$ cat src/rtl/core/hgr_pkg.sv
// hgr_pkg: shared types, constants and step tables for the hex grid raster block
// no dependencies; imported by the interfaces and every rtl/core module
package hgr_pkg;

    // signed working coordinate: covers input range plus a hexagon radius
    localparam int COORD_W = 8;
    typedef logic signed [COORD_W-1:0] coord_t;

    // field widths fixed by the channel payloads
    localparam int POS_W    = 5;
    localparam int RADIUS_W = 4;
    localparam int COLOR_W  = 8;
    localparam int SIDE_W   = 3;

    // command kinds
    localparam logic KIND_LINE = 1'b0;
    localparam logic KIND_HEX  = 1'b1;

    // hexagon side indexes
    localparam logic [SIDE_W-1:0] SIDE_FIRST = 3'd0;
    localparam logic [SIDE_W-1:0] SIDE_LAST  = 3'd5;

    // commands from the controller to the datapath
    typedef struct packed {
        logic load;   // latch a new drawing request
        logic emit;   // write the current cell to the output register and step
    } hgr_cmd_t;

    // status from the datapath to the controller
    typedef struct packed {
        logic is_last; // current cell closes the drawing
    } hgr_status_t;

    // x step of each hexagon side
    function automatic coord_t hex_step_x(input logic [SIDE_W-1:0] side);
        coord_t step;
        case (side)
            3'd0:    step = 8'sd1;
            3'd1:    step = 8'sd0;
            3'd2:    step = -8'sd1;
            3'd3:    step = -8'sd1;
            3'd4:    step = 8'sd0;
            3'd5:    step = 8'sd1;
            default: step = 8'sd0;
        endcase
        return step;
    endfunction

    // y step of each hexagon side
    function automatic coord_t hex_step_y(input logic [SIDE_W-1:0] side);
        coord_t step;
        case (side)
            3'd0:    step = 8'sd0;
            3'd1:    step = -8'sd1;
            3'd2:    step = -8'sd1;
            3'd3:    step = 8'sd0;
            3'd4:    step = 8'sd1;
            3'd5:    step = 8'sd1;
            default: step = 8'sd0;
        endcase
        return step;
    endfunction

endpackage

$ cat src/rtl/core/hgr_if.sv
// hgr_cmd_if and hgr_pix_if: valid/ready channels for drawing requests and plotted cells
// depends on hgr_pkg
interface hgr_cmd_if;
    import hgr_pkg::*;

    logic                valid;
    logic                ready;
    logic                kind;
    logic [POS_W-1:0]    start_x;
    logic [POS_W-1:0]    start_y;
    logic [POS_W-1:0]    end_x;
    logic [POS_W-1:0]    end_y;
    logic [RADIUS_W-1:0] radius;
    logic [COLOR_W-1:0]  color;

    modport source (output valid, kind, start_x, start_y, end_x, end_y, radius, color,
                    input ready);
    modport sink   (input valid, kind, start_x, start_y, end_x, end_y, radius, color,
                    output ready);
endinterface

interface hgr_pix_if;
    import hgr_pkg::*;

    logic               valid;
    logic               ready;
    logic [POS_W-1:0]   cell_x;
    logic [POS_W-1:0]   cell_y;
    logic               off_grid;
    logic [COLOR_W-1:0] pixel_color;
    logic               last;

    modport source (output valid, cell_x, cell_y, off_grid, pixel_color, last,
                    input ready);
    modport sink   (input valid, cell_x, cell_y, off_grid, pixel_color, last,
                    output ready);
endinterface

$ cat src/rtl/core/hgr_ctrl.sv
// hgr_ctrl: idle/run state machine and output valid flag of the raster block
// depends on hgr_pkg
module hgr_ctrl (
    input  logic                 clk,
    input  logic                 rst_n,
    input  logic                 in_valid,
    output logic                 in_ready,
    output logic                 out_valid,
    input  logic                 out_ready,
    output hgr_pkg::hgr_cmd_t    cmd,
    input  hgr_pkg::hgr_status_t status
);
    import hgr_pkg::*;

    localparam logic ST_IDLE = 1'b0;
    localparam logic ST_RUN  = 1'b1;

    logic state_reg;
    logic state_next;
    logic out_valid_reg;
    logic out_valid_next;
    logic out_free;

    // handshake and datapath commands
    assign in_ready  = (state_reg == ST_IDLE);
    assign out_free  = !out_valid_reg || out_ready;
    assign cmd.load  = in_valid && in_ready;
    assign cmd.emit  = (state_reg == ST_RUN) && out_free;
    assign out_valid = out_valid_reg;

    // next state
    always_comb
    begin
        state_next = state_reg;
        case (state_reg)
            ST_IDLE:
            begin
                if (cmd.load)
                begin
                    state_next = ST_RUN;
                end
            end
            ST_RUN:
            begin
                if (cmd.emit && status.is_last)
                begin
                    state_next = ST_IDLE;
                end
            end
            default:
            begin
                state_next = ST_IDLE;
            end
        endcase
    end

    // output register occupancy
    always_comb
    begin
        if (cmd.emit)
        begin
            out_valid_next = 1'b1;
        end
        else if (out_ready)
        begin
            out_valid_next = 1'b0;
        end
        else
        begin
            out_valid_next = out_valid_reg;
        end
    end

    always_ff @(posedge clk or negedge rst_n)
    begin
        if (!rst_n)
        begin
            state_reg     <= ST_IDLE;
            out_valid_reg <= 1'b0;
        end
        else
        begin
            state_reg     <= state_next;
            out_valid_reg <= out_valid_next;
        end
    end

endmodule

$ cat src/rtl/core/hgr_dp.sv
// hgr_dp: line stepper, hexagon walker and output register of the raster block
// depends on hgr_pkg
module hgr_dp #(
    parameter int GRID_SIZE  = 23,
    parameter int MAX_RADIUS = 10
) (
    input  logic                          clk,
    input  hgr_pkg::hgr_cmd_t             cmd,
    output hgr_pkg::hgr_status_t          status,
    input  logic                          kind,
    input  logic [hgr_pkg::POS_W-1:0]     start_x,
    input  logic [hgr_pkg::POS_W-1:0]     start_y,
    input  logic [hgr_pkg::POS_W-1:0]     end_x,
    input  logic [hgr_pkg::POS_W-1:0]     end_y,
    input  logic [hgr_pkg::RADIUS_W-1:0]  radius,
    input  logic [hgr_pkg::COLOR_W-1:0]   color,
    output logic [hgr_pkg::POS_W-1:0]     cell_x,
    output logic [hgr_pkg::POS_W-1:0]     cell_y,
    output logic                          off_grid,
    output logic [hgr_pkg::COLOR_W-1:0]   pixel_color,
    output logic                          last
);
    import hgr_pkg::*;

    localparam logic [RADIUS_W-1:0] RADIUS_CAP = RADIUS_W'(MAX_RADIUS);
    localparam coord_t              GRID_LIM   = COORD_W'(GRID_SIZE);

    // working state of the current drawing
    logic                kind_reg;
    coord_t              x_reg, y_reg;
    coord_t              x1_reg, y1_reg;
    coord_t              dx_reg, dy_reg, err_reg;
    logic                neg_x_reg, neg_y_reg;
    logic [RADIUS_W-1:0] r_reg;
    logic [SIDE_W-1:0]   side_reg;
    logic [RADIUS_W-1:0] step_reg;
    logic [COLOR_W-1:0]  color_reg;

    // output register
    logic [POS_W-1:0]    cell_x_reg, cell_y_reg;
    logic                off_reg, last_reg;
    logic [COLOR_W-1:0]  pix_color_reg;

    // load values
    coord_t              sx_c, sy_c, ex_c, ey_c;
    coord_t              diff_x, diff_y, abs_dx, abs_dy;
    logic [RADIUS_W-1:0] r_sat;

    // step values
    coord_t              e2;
    logic                step_x, step_y, side_end, cur_last, cur_off;
    coord_t              line_x_next, line_y_next, err_next;

    assign sx_c   = coord_t'({3'b000, start_x});
    assign sy_c   = coord_t'({3'b000, start_y});
    assign ex_c   = coord_t'({3'b000, end_x});
    assign ey_c   = coord_t'({3'b000, end_y});
    assign diff_x = ex_c - sx_c;
    assign diff_y = ey_c - sy_c;
    assign abs_dx = diff_x[COORD_W-1] ? -diff_x : diff_x;
    assign abs_dy = diff_y[COORD_W-1] ? -diff_y : diff_y;
    assign r_sat  = (radius > RADIUS_CAP) ? RADIUS_CAP : radius;

    // bresenham error step
    always_comb
    begin
        e2          = {err_reg[COORD_W-2:0], 1'b0};
        step_x      = (e2 >= dy_reg);
        step_y      = (e2 <= dx_reg);
        err_next    = err_reg + (step_x ? dy_reg : '0) + (step_y ? dx_reg : '0);
        line_x_next = x_reg;
        line_y_next = y_reg;
        if (step_x)
        begin
            line_x_next = neg_x_reg ? x_reg - 8'sd1 : x_reg + 8'sd1;
        end
        if (step_y)
        begin
            line_y_next = neg_y_reg ? y_reg - 8'sd1 : y_reg + 8'sd1;
        end
    end

    // last cell and grid bound checks
    assign side_end = (step_reg == r_reg - RADIUS_W'(1));
    assign cur_last = (kind_reg == KIND_LINE)
                    ? ((x_reg == x1_reg) && (y_reg == y1_reg))
                    : ((r_reg == '0) || ((side_reg == SIDE_LAST) && side_end));
    assign cur_off  = x_reg[COORD_W-1] || (x_reg >= GRID_LIM)
                   || y_reg[COORD_W-1] || (y_reg >= GRID_LIM);
    assign status.is_last = cur_last;

    // drawing state
    always_ff @(posedge clk)
    begin
        if (cmd.load)
        begin
            kind_reg  <= kind;
            color_reg <= color;
            x1_reg    <= ex_c;
            y1_reg    <= ey_c;
            dx_reg    <= abs_dx;
            dy_reg    <= -abs_dy;
            err_reg   <= abs_dx - abs_dy;
            neg_x_reg <= !(start_x < end_x);
            neg_y_reg <= !(start_y < end_y);
            r_reg     <= r_sat;
            side_reg  <= SIDE_FIRST;
            step_reg  <= '0;
            x_reg     <= sx_c;
            if (kind == KIND_LINE)
            begin
                y_reg <= sy_c;
            end
            else
            begin
                y_reg <= sy_c + coord_t'({4'b0000, r_sat});
            end
        end
        else if (cmd.emit)
        begin
            if (kind_reg == KIND_LINE)
            begin
                x_reg   <= line_x_next;
                y_reg   <= line_y_next;
                err_reg <= err_next;
            end
            else
            begin
                x_reg <= x_reg + hex_step_x(side_reg);
                y_reg <= y_reg + hex_step_y(side_reg);
                if (side_end)
                begin
                    step_reg <= '0;
                    side_reg <= side_reg + SIDE_W'(1);
                end
                else
                begin
                    step_reg <= step_reg + RADIUS_W'(1);
                end
            end
        end
    end

    // output register
    always_ff @(posedge clk)
    begin
        if (cmd.emit)
        begin
            cell_x_reg    <= cur_off ? '0 : x_reg[POS_W-1:0];
            cell_y_reg    <= cur_off ? '0 : y_reg[POS_W-1:0];
            off_reg       <= cur_off;
            last_reg      <= cur_last;
            pix_color_reg <= color_reg;
        end
    end

    assign cell_x      = cell_x_reg;
    assign cell_y      = cell_y_reg;
    assign off_grid    = off_reg;
    assign last        = last_reg;
    assign pixel_color = pix_color_reg;

endmodule

$ cat src/rtl/core/hex_grid_line_and_ring_raster.sv
// hex_grid_line_and_ring_raster: top level of the hex grid line and hexagon rasterizer
// depends on hgr_pkg, hgr_if, hgr_ctrl and hgr_dp
//
// Usage:
//   cmd carries one drawing request: a line between two points (kind 0) or a
//   hexagon outline of the given radius around a center (kind 1), plus a color.
//   pix returns one plotted cell per result, with off_grid set and the
//   coordinates zeroed for cells outside the GRID_SIZE square, and last set on
//   the closing cell of each request.
//   Timing: a request is taken while the block is idle; its first cell is written
//   to the output register and shows on pix from there, and further cells follow
//   one per cycle while pix is ready. A request holds the input off until its
//   final cell has been written to the output register. A line has at most 32
//   cells, a hexagon 6*radius (at most 60), radius 0 a single one. The single
//   cell stepper computes one cell per cycle while pix is ready.
//   The next request is taken as soon as the final cell sits in the output
//   register, even if pix has not yet taken it.
//   A stall on pix holds the current cell and pauses the stepper, no cell is
//   lost. Reset empties the output register and returns the block to idle.
module hex_grid_line_and_ring_raster #(
    parameter int GRID_SIZE  = 23,
    parameter int MAX_RADIUS = 10
) (
    input  logic      clk,
    input  logic      rst_n,
    hgr_cmd_if.sink   cmd,
    hgr_pix_if.source pix
);
    import hgr_pkg::*;

    hgr_cmd_t    ctl_cmd;
    hgr_status_t dp_status;

    // request sequencing
    hgr_ctrl u_ctrl (
        .clk       (clk),
        .rst_n     (rst_n),
        .in_valid  (cmd.valid),
        .in_ready  (cmd.ready),
        .out_valid (pix.valid),
        .out_ready (pix.ready),
        .cmd       (ctl_cmd),
        .status    (dp_status)
    );

    // cell stepping and output register
    hgr_dp #(
        .GRID_SIZE  (GRID_SIZE),
        .MAX_RADIUS (MAX_RADIUS)
    ) u_dp (
        .clk         (clk),
        .cmd         (ctl_cmd),
        .status      (dp_status),
        .kind        (cmd.kind),
        .start_x     (cmd.start_x),
        .start_y     (cmd.start_y),
        .end_x       (cmd.end_x),
        .end_y       (cmd.end_y),
        .radius      (cmd.radius),
        .color       (cmd.color),
        .cell_x      (pix.cell_x),
        .cell_y      (pix.cell_y),
        .off_grid    (pix.off_grid),
        .pixel_color (pix.pixel_color),
        .last        (pix.last)
    );

endmodule

$ cat src/flat_wrapper.sv
// flat-port wrapper written by rule: the top's interface ports become plain ports
module hex_grid_line_and_ring_raster_flat import hgr_pkg::*;
#(
    parameter int GRID_SIZE  = 23,
    parameter int MAX_RADIUS = 10
)
  (clk, rst_n, cmd_valid, cmd_kind, cmd_start_x, cmd_start_y, cmd_end_x, cmd_end_y, cmd_radius, cmd_color, cmd_ready, pix_valid, pix_cell_x, pix_cell_y, pix_off_grid, pix_pixel_color, pix_last, pix_ready);
  hgr_cmd_if cmd_i ();
  hgr_pix_if pix_i ();
  input  logic clk;
  input  logic rst_n;
  input wire logic [$bits(cmd_i.valid)-1:0] cmd_valid;
  input wire logic [$bits(cmd_i.kind)-1:0] cmd_kind;
  input wire logic [$bits(cmd_i.start_x)-1:0] cmd_start_x;
  input wire logic [$bits(cmd_i.start_y)-1:0] cmd_start_y;
  input wire logic [$bits(cmd_i.end_x)-1:0] cmd_end_x;
  input wire logic [$bits(cmd_i.end_y)-1:0] cmd_end_y;
  input wire logic [$bits(cmd_i.radius)-1:0] cmd_radius;
  input wire logic [$bits(cmd_i.color)-1:0] cmd_color;
  output wire logic [$bits(cmd_i.ready)-1:0] cmd_ready;
  output wire logic [$bits(pix_i.valid)-1:0] pix_valid;
  output wire logic [$bits(pix_i.cell_x)-1:0] pix_cell_x;
  output wire logic [$bits(pix_i.cell_y)-1:0] pix_cell_y;
  output wire logic [$bits(pix_i.off_grid)-1:0] pix_off_grid;
  output wire logic [$bits(pix_i.pixel_color)-1:0] pix_pixel_color;
  output wire logic [$bits(pix_i.last)-1:0] pix_last;
  input wire logic [$bits(pix_i.ready)-1:0] pix_ready;
  assign cmd_i.valid = cmd_valid;
  assign cmd_i.kind = cmd_kind;
  assign cmd_i.start_x = cmd_start_x;
  assign cmd_i.start_y = cmd_start_y;
  assign cmd_i.end_x = cmd_end_x;
  assign cmd_i.end_y = cmd_end_y;
  assign cmd_i.radius = cmd_radius;
  assign cmd_i.color = cmd_color;
  assign cmd_ready = cmd_i.ready;
  assign pix_valid = pix_i.valid;
  assign pix_cell_x = pix_i.cell_x;
  assign pix_cell_y = pix_i.cell_y;
  assign pix_off_grid = pix_i.off_grid;
  assign pix_pixel_color = pix_i.pixel_color;
  assign pix_last = pix_i.last;
  assign pix_i.ready = pix_ready;
  hex_grid_line_and_ring_raster #(.GRID_SIZE(GRID_SIZE), .MAX_RADIUS(MAX_RADIUS)) u_core (.clk(clk), .rst_n(rst_n), .cmd(cmd_i), .pix(pix_i));
endmodule
$ cat config.mk
export PLATFORM = sky130hd
export DESIGN_NAME = hex_grid_line_and_ring_raster_flat
export DESIGN_NICKNAME = d
export VERILOG_FILES = /design/src/rtl/core/hgr_pkg.sv /design/src/rtl/core/hgr_if.sv /design/src/rtl/core/hgr_ctrl.sv /design/src/rtl/core/hgr_dp.sv /design/src/rtl/core/hex_grid_line_and_ring_raster.sv /design/src/flat_wrapper.sv
export SDC_FILE = /design/constraint.sdc
export NUM_CORES = 1
export LEC_CHECK = 0
export BUFFER_PORTS_ARGS = -buffer_cell sky130_fd_sc_hd__buf_2
export CAP_MARGIN = 20
export CORE_ASPECT_RATIO = 0.7
export CORE_MARGIN = 2
export CORE_UTILIZATION = 55
export CTS_CLUSTER_DIAMETER = 120
export DETAILED_ROUTE_END_ITERATION = 6
export MAX_ROUTING_LAYER = met4
export PLACE_DENSITY = 0.86
export SYNTH_ARGS = -nofsm -noshare
export SYNTH_HDL_FRONTEND = slang
export SYNTH_HIERARCHICAL = 1
export SYNTH_SLANG_ARGS = --single-unit
$ cat constraint.sdc
create_clock -name clk -period 3.5 [get_ports clk]
set_input_delay 0.35 -clock clk [delete_from_list [all_inputs] [get_ports clk]]
set_output_delay 0.35 -clock clk [all_outputs]
set_load 0.03 [all_outputs]
==> impl_metrics.env <==
export IMPL_status="complete, but fails checks"
export IMPL_violations="setup timing"
export IMPL_first_pass_iters=5
export IMPL_synthArstFlopShare_pct=2.151
export IMPL_min_path_cells=1
export IMPL_path_clk_slew_ps=70
export IMPL_min_path_type="in2reg"
export IMPL_place_inst=825
export IMPL_fp_coreArea_um2=11130
export IMPL_root_buffer="clkbuf_16"
export IMPL_synth_xor_area_share_pct=8.139
export IMPL_power_density_nw_per_um2=818.5
export IMPL_setup_violations=1
export IMPL_final_common_cell="edfxtp_1"
export IMPL_first_global_vias=4738
export IMPL_synth_area_um2=6334
export IMPL_syn_inst=583
export IMPL_crit_path_end_kind="register"
export IMPL_r2r_setup_slack_ps=-170
export IMPL_r2r_cells=15
export IMPL_r2r_start="u_core/u_dp/err_reg[6]"
export IMPL_overflow=0
export IMPL_hold_viol_final=0
export IMPL_synth_edf_count=81
export IMPL_drv_cap=0
export IMPL_drtAntennaViolNets=0
export IMPL_cp_cell_sequence="buf_4 -> ha_4 -> nor2b_2 -> a211oi_2 -> o21ai_2 -> and2_4 -> nor2_4 -> fa_1 -> ha_4 -> a211oi_2 -> o21bai_1 -> a21oi_2 -> xnor2_1 -> xnor3_1 -> mux2_4"
export IMPL_regArea_um2=2683
export IMPL_cp_arrival_ps=3770
export IMPL_grt_start_max_net_pins=30
export IMPL_ys_seq_area_share_pct=42.35
export IMPL_crit_required_ps=3600
export IMPL_cp_start_kind="register"
export IMPL_wl_um=15150
export IMPL_dieArea_um2=12400
export IMPL_tightest_slew_ps=914.4
export IMPL_synth_adder_area_share_pct=16.36
export IMPL_clock_sinks=93
export IMPL_antenna_cells=0
export IMPL_hold_path_startpoint="cmd_color[5]"
export IMPL_synth_warnings=6
export IMPL_drt_iter0_markers=527
export IMPL_dp_hpwl_um=11410
export IMPL_critPathMaxStageDelay_ps=470
export IMPL_instances_no_fill=853
export IMPL_post_route_period_util_pct=104.9
export IMPL_syn_to_final_growth_pct=21.16
export IMPL_h_tree_depth=3
export IMPL_cts_buffer_depth=2
export IMPL_fillers=808
export IMPL_hold_end="u_core/u_dp/color_reg[5]"
export IMPL_start_util_pct=56.90
export IMPL_synth_top_flop_cell="edfxtp_1"
export IMPL_antenna_found_initial=0
export IMPL_drc=0
export IMPL_synth_cell_type_count=69
export IMPL_rows=32
export IMPL_yosysTopAreaCellShare_pct=38.40
export IMPL_fmaxAchievable_ghz=0.2725
export IMPL_synth_seq_cells=93
export IMPL_min_period_ps=3670
export IMPL_maxSlewViolCount=0
export IMPL_num_io_pins=59
export IMPL_synth_compound_area_share_pct=13.63
export IMPL_avgSynthCellArea_um2=10.86
export IMPL_setup_slack_ps=-170.3
export IMPL_rsz0062_at_grt="true"
export IMPL_crit_type="reg2reg"
export IMPL_wl_per_cell_um=17.76
export IMPL_grt_total_usage_pct=25.61
export IMPL_synthMuxAreaShare_pct=2.331
export IMPL_critPathSlowestCell="edfxtp_1"
export IMPL_cts_buffers_inserted=9
export IMPL_synth_simple_area_share_pct=12.56
export IMPL_synth_area_leaders="edfxtp_1, ha_1, xnor2_1"
export IMPL_total_power_w=0.006281
export IMPL_max_slew_margin_pct=38.91
export IMPL_dieHeight_um=93.78
export IMPL_viasPerCell=5.706
export IMPL_cts_tree="built"
export IMPL_place_gp_congestion=0.9726
export IMPL_yosysTopAreaCell="edfxtp_1"
export IMPL_p_leak_nw=3.253
export IMPL_die_w_um=132.3
export IMPL_port_buffers=58
export IMPL_synth_top_family_by_area="adder cells"
export IMPL_fin_skew_ps=8.252
export IMPL_fin_setup_tns_ps=-170.3
export IMPL_drive_above_1_share_pct=26.29
export IMPL_grt_pass1_wl_um=24030
export IMPL_final_cell_mix="edfxtp_1, buf_2, inv_1"
export IMPL_vias=4867
export IMPL_r2r_end="u_core/u_dp/err_reg[6]"
export IMPL_peakVddDrop_uv=489.1
export IMPL_cp_max_fo=6
export IMPL_multi_input_area_um2=3567
export IMPL_clkLatencyLatePin_ps=350
export IMPL_nets=807
==> final cells by class <==
type | count | share of cell area [%]
tap | 153 | 2.495
multi-input combinational | 418 | 46.49
sequential | 93 | 34.96
clock inverter | 7 | 0.8805
inverter | 59 | 2.886
clock buffer | 9 | 2.935
timing repair buffer | 114 | 9.359
==> power by group <==
part,switching [W],leakage [nW],internal [W]
clock,0.000448,0.145,0.000499
combinational,0.00179,2.25,0.00180
sequential,0.000204,0.856,0.00154
total,0.00244,3.25,0.00384
==> worst max-delay path, delay by kind of cell, from the launching register on <==
family	cells	cell delay [ps]
compound gates	5	820
xor+xnor	2	380
fa+ha+maj	3	960
buf+inv	1	190
flops	1	470
mux	1	260
simple gates	3	340
==> repair_timing <==
action / 4_1_cts / 5_1_grt
hold buffers: 1 / 0
resized for setup: 14 / 26
endpoints found under the hold margin: 2 / 0
setup endpoints to repair: 2 / 3
pin swaps: 6 / 16
buffers inserted: 4 / 6
==> worst max-delay path by stage <==
stage | startpoint | endpoint | slack (ps) | depth (start not counted)
2_1_floorplan | u_core/u_dp/err_reg[3] | u_core/u_dp/err_reg[6] | -60 | 14
3_3_place_gp | u_core/u_dp/err_reg[6] | u_core/u_dp/err_reg[6] | -110 | 14
3_5_place_dp | u_core/u_dp/err_reg[6] | u_core/u_dp/err_reg[6] | -210 | 12
4_1_cts | u_core/u_dp/err_reg[6] | u_core/u_dp/err_reg[6] | -80 | 14
5_1_grt | u_core/u_dp/err_reg[6] | u_core/u_dp/err_reg[6] | -280 | 15
6_report | u_core/u_dp/err_reg[6] | u_core/u_dp/err_reg[6] | -170 | 15
==> routing by layer <==
layer  GRT usage, %  routed length [um]  up-vias
met5              -                   0        -
met4          6.093                 196        0
met3          4.585                1087       22
met2          39.24                6782      221
met1          35.92                7081     2306
li1               -                   -     2318
==> cell usage after synthesis, types with 2 or more instances <==
| master | instances |
|---|---|
| a211oi_1 | 6 |
| a21boi_0 | 2 |
| a21o_1 | 12 |
| a21oi_1 | 37 |
| a31o_2 | 2 |
| a31oi_1 | 7 |
| and2_1 | 15 |
| and2_2 | 2 |
| and3_1 | 3 |
| clkbuf_1 | 8 |
| clkbuf_2 | 2 |
| dfrtp_1 | 2 |
| dfxtp_1 | 10 |
| edfxtp_1 | 81 |
| fa_1 | 13 |
| ha_1 | 62 |
| inv_1 | 59 |
| mux2_2 | 6 |
| mux2i_1 | 8 |
| nand2_1 | 24 |
| nand2b_1 | 3 |
| nand3_1 | 9 |
| nand3b_1 | 3 |
| nand4_1 | 6 |
| nor2_1 | 36 |
| nor2b_1 | 11 |
| nor3_1 | 11 |
| nor3b_1 | 3 |
| nor4_1 | 3 |
| o211ai_1 | 6 |
| o21a_1 | 3 |
| o21ai_0 | 27 |
| o21bai_1 | 7 |
| o22ai_1 | 5 |
| o31ai_1 | 4 |
| or3_1 | 3 |
| or4_1 | 3 |
| xnor2_1 | 41 |
| xor2_1 | 7 |
| xor2_2 | 2 |
==> cell families after synthesis <==
logic type                 Yosys count
buffers and inverters               73
adders and majority gates           75
and+or+nand+nor                    144
xor gates and xnor gates            53
muxes                               14
other                                1
AOI/OAI and AO/OA                  130
DFF                                 93
==> metrics by stage <==
step                      hold slack (ps)  cell area [um^2]  util [%]  worst slack, ps
after global placement              134.1              7099     63.78           -108.6
after CTS                           170.2              7492     67.31           -80.44
after detailed placement            139.2              7099     63.78           -210.4
after global routing                165.0              7674     68.94           -275.7
after floorplan                     54.41              6355         -           -57.31
final                               176.8              7674     68.94           -170.3
Note: power is estimated with default switching activity, not from simulation.
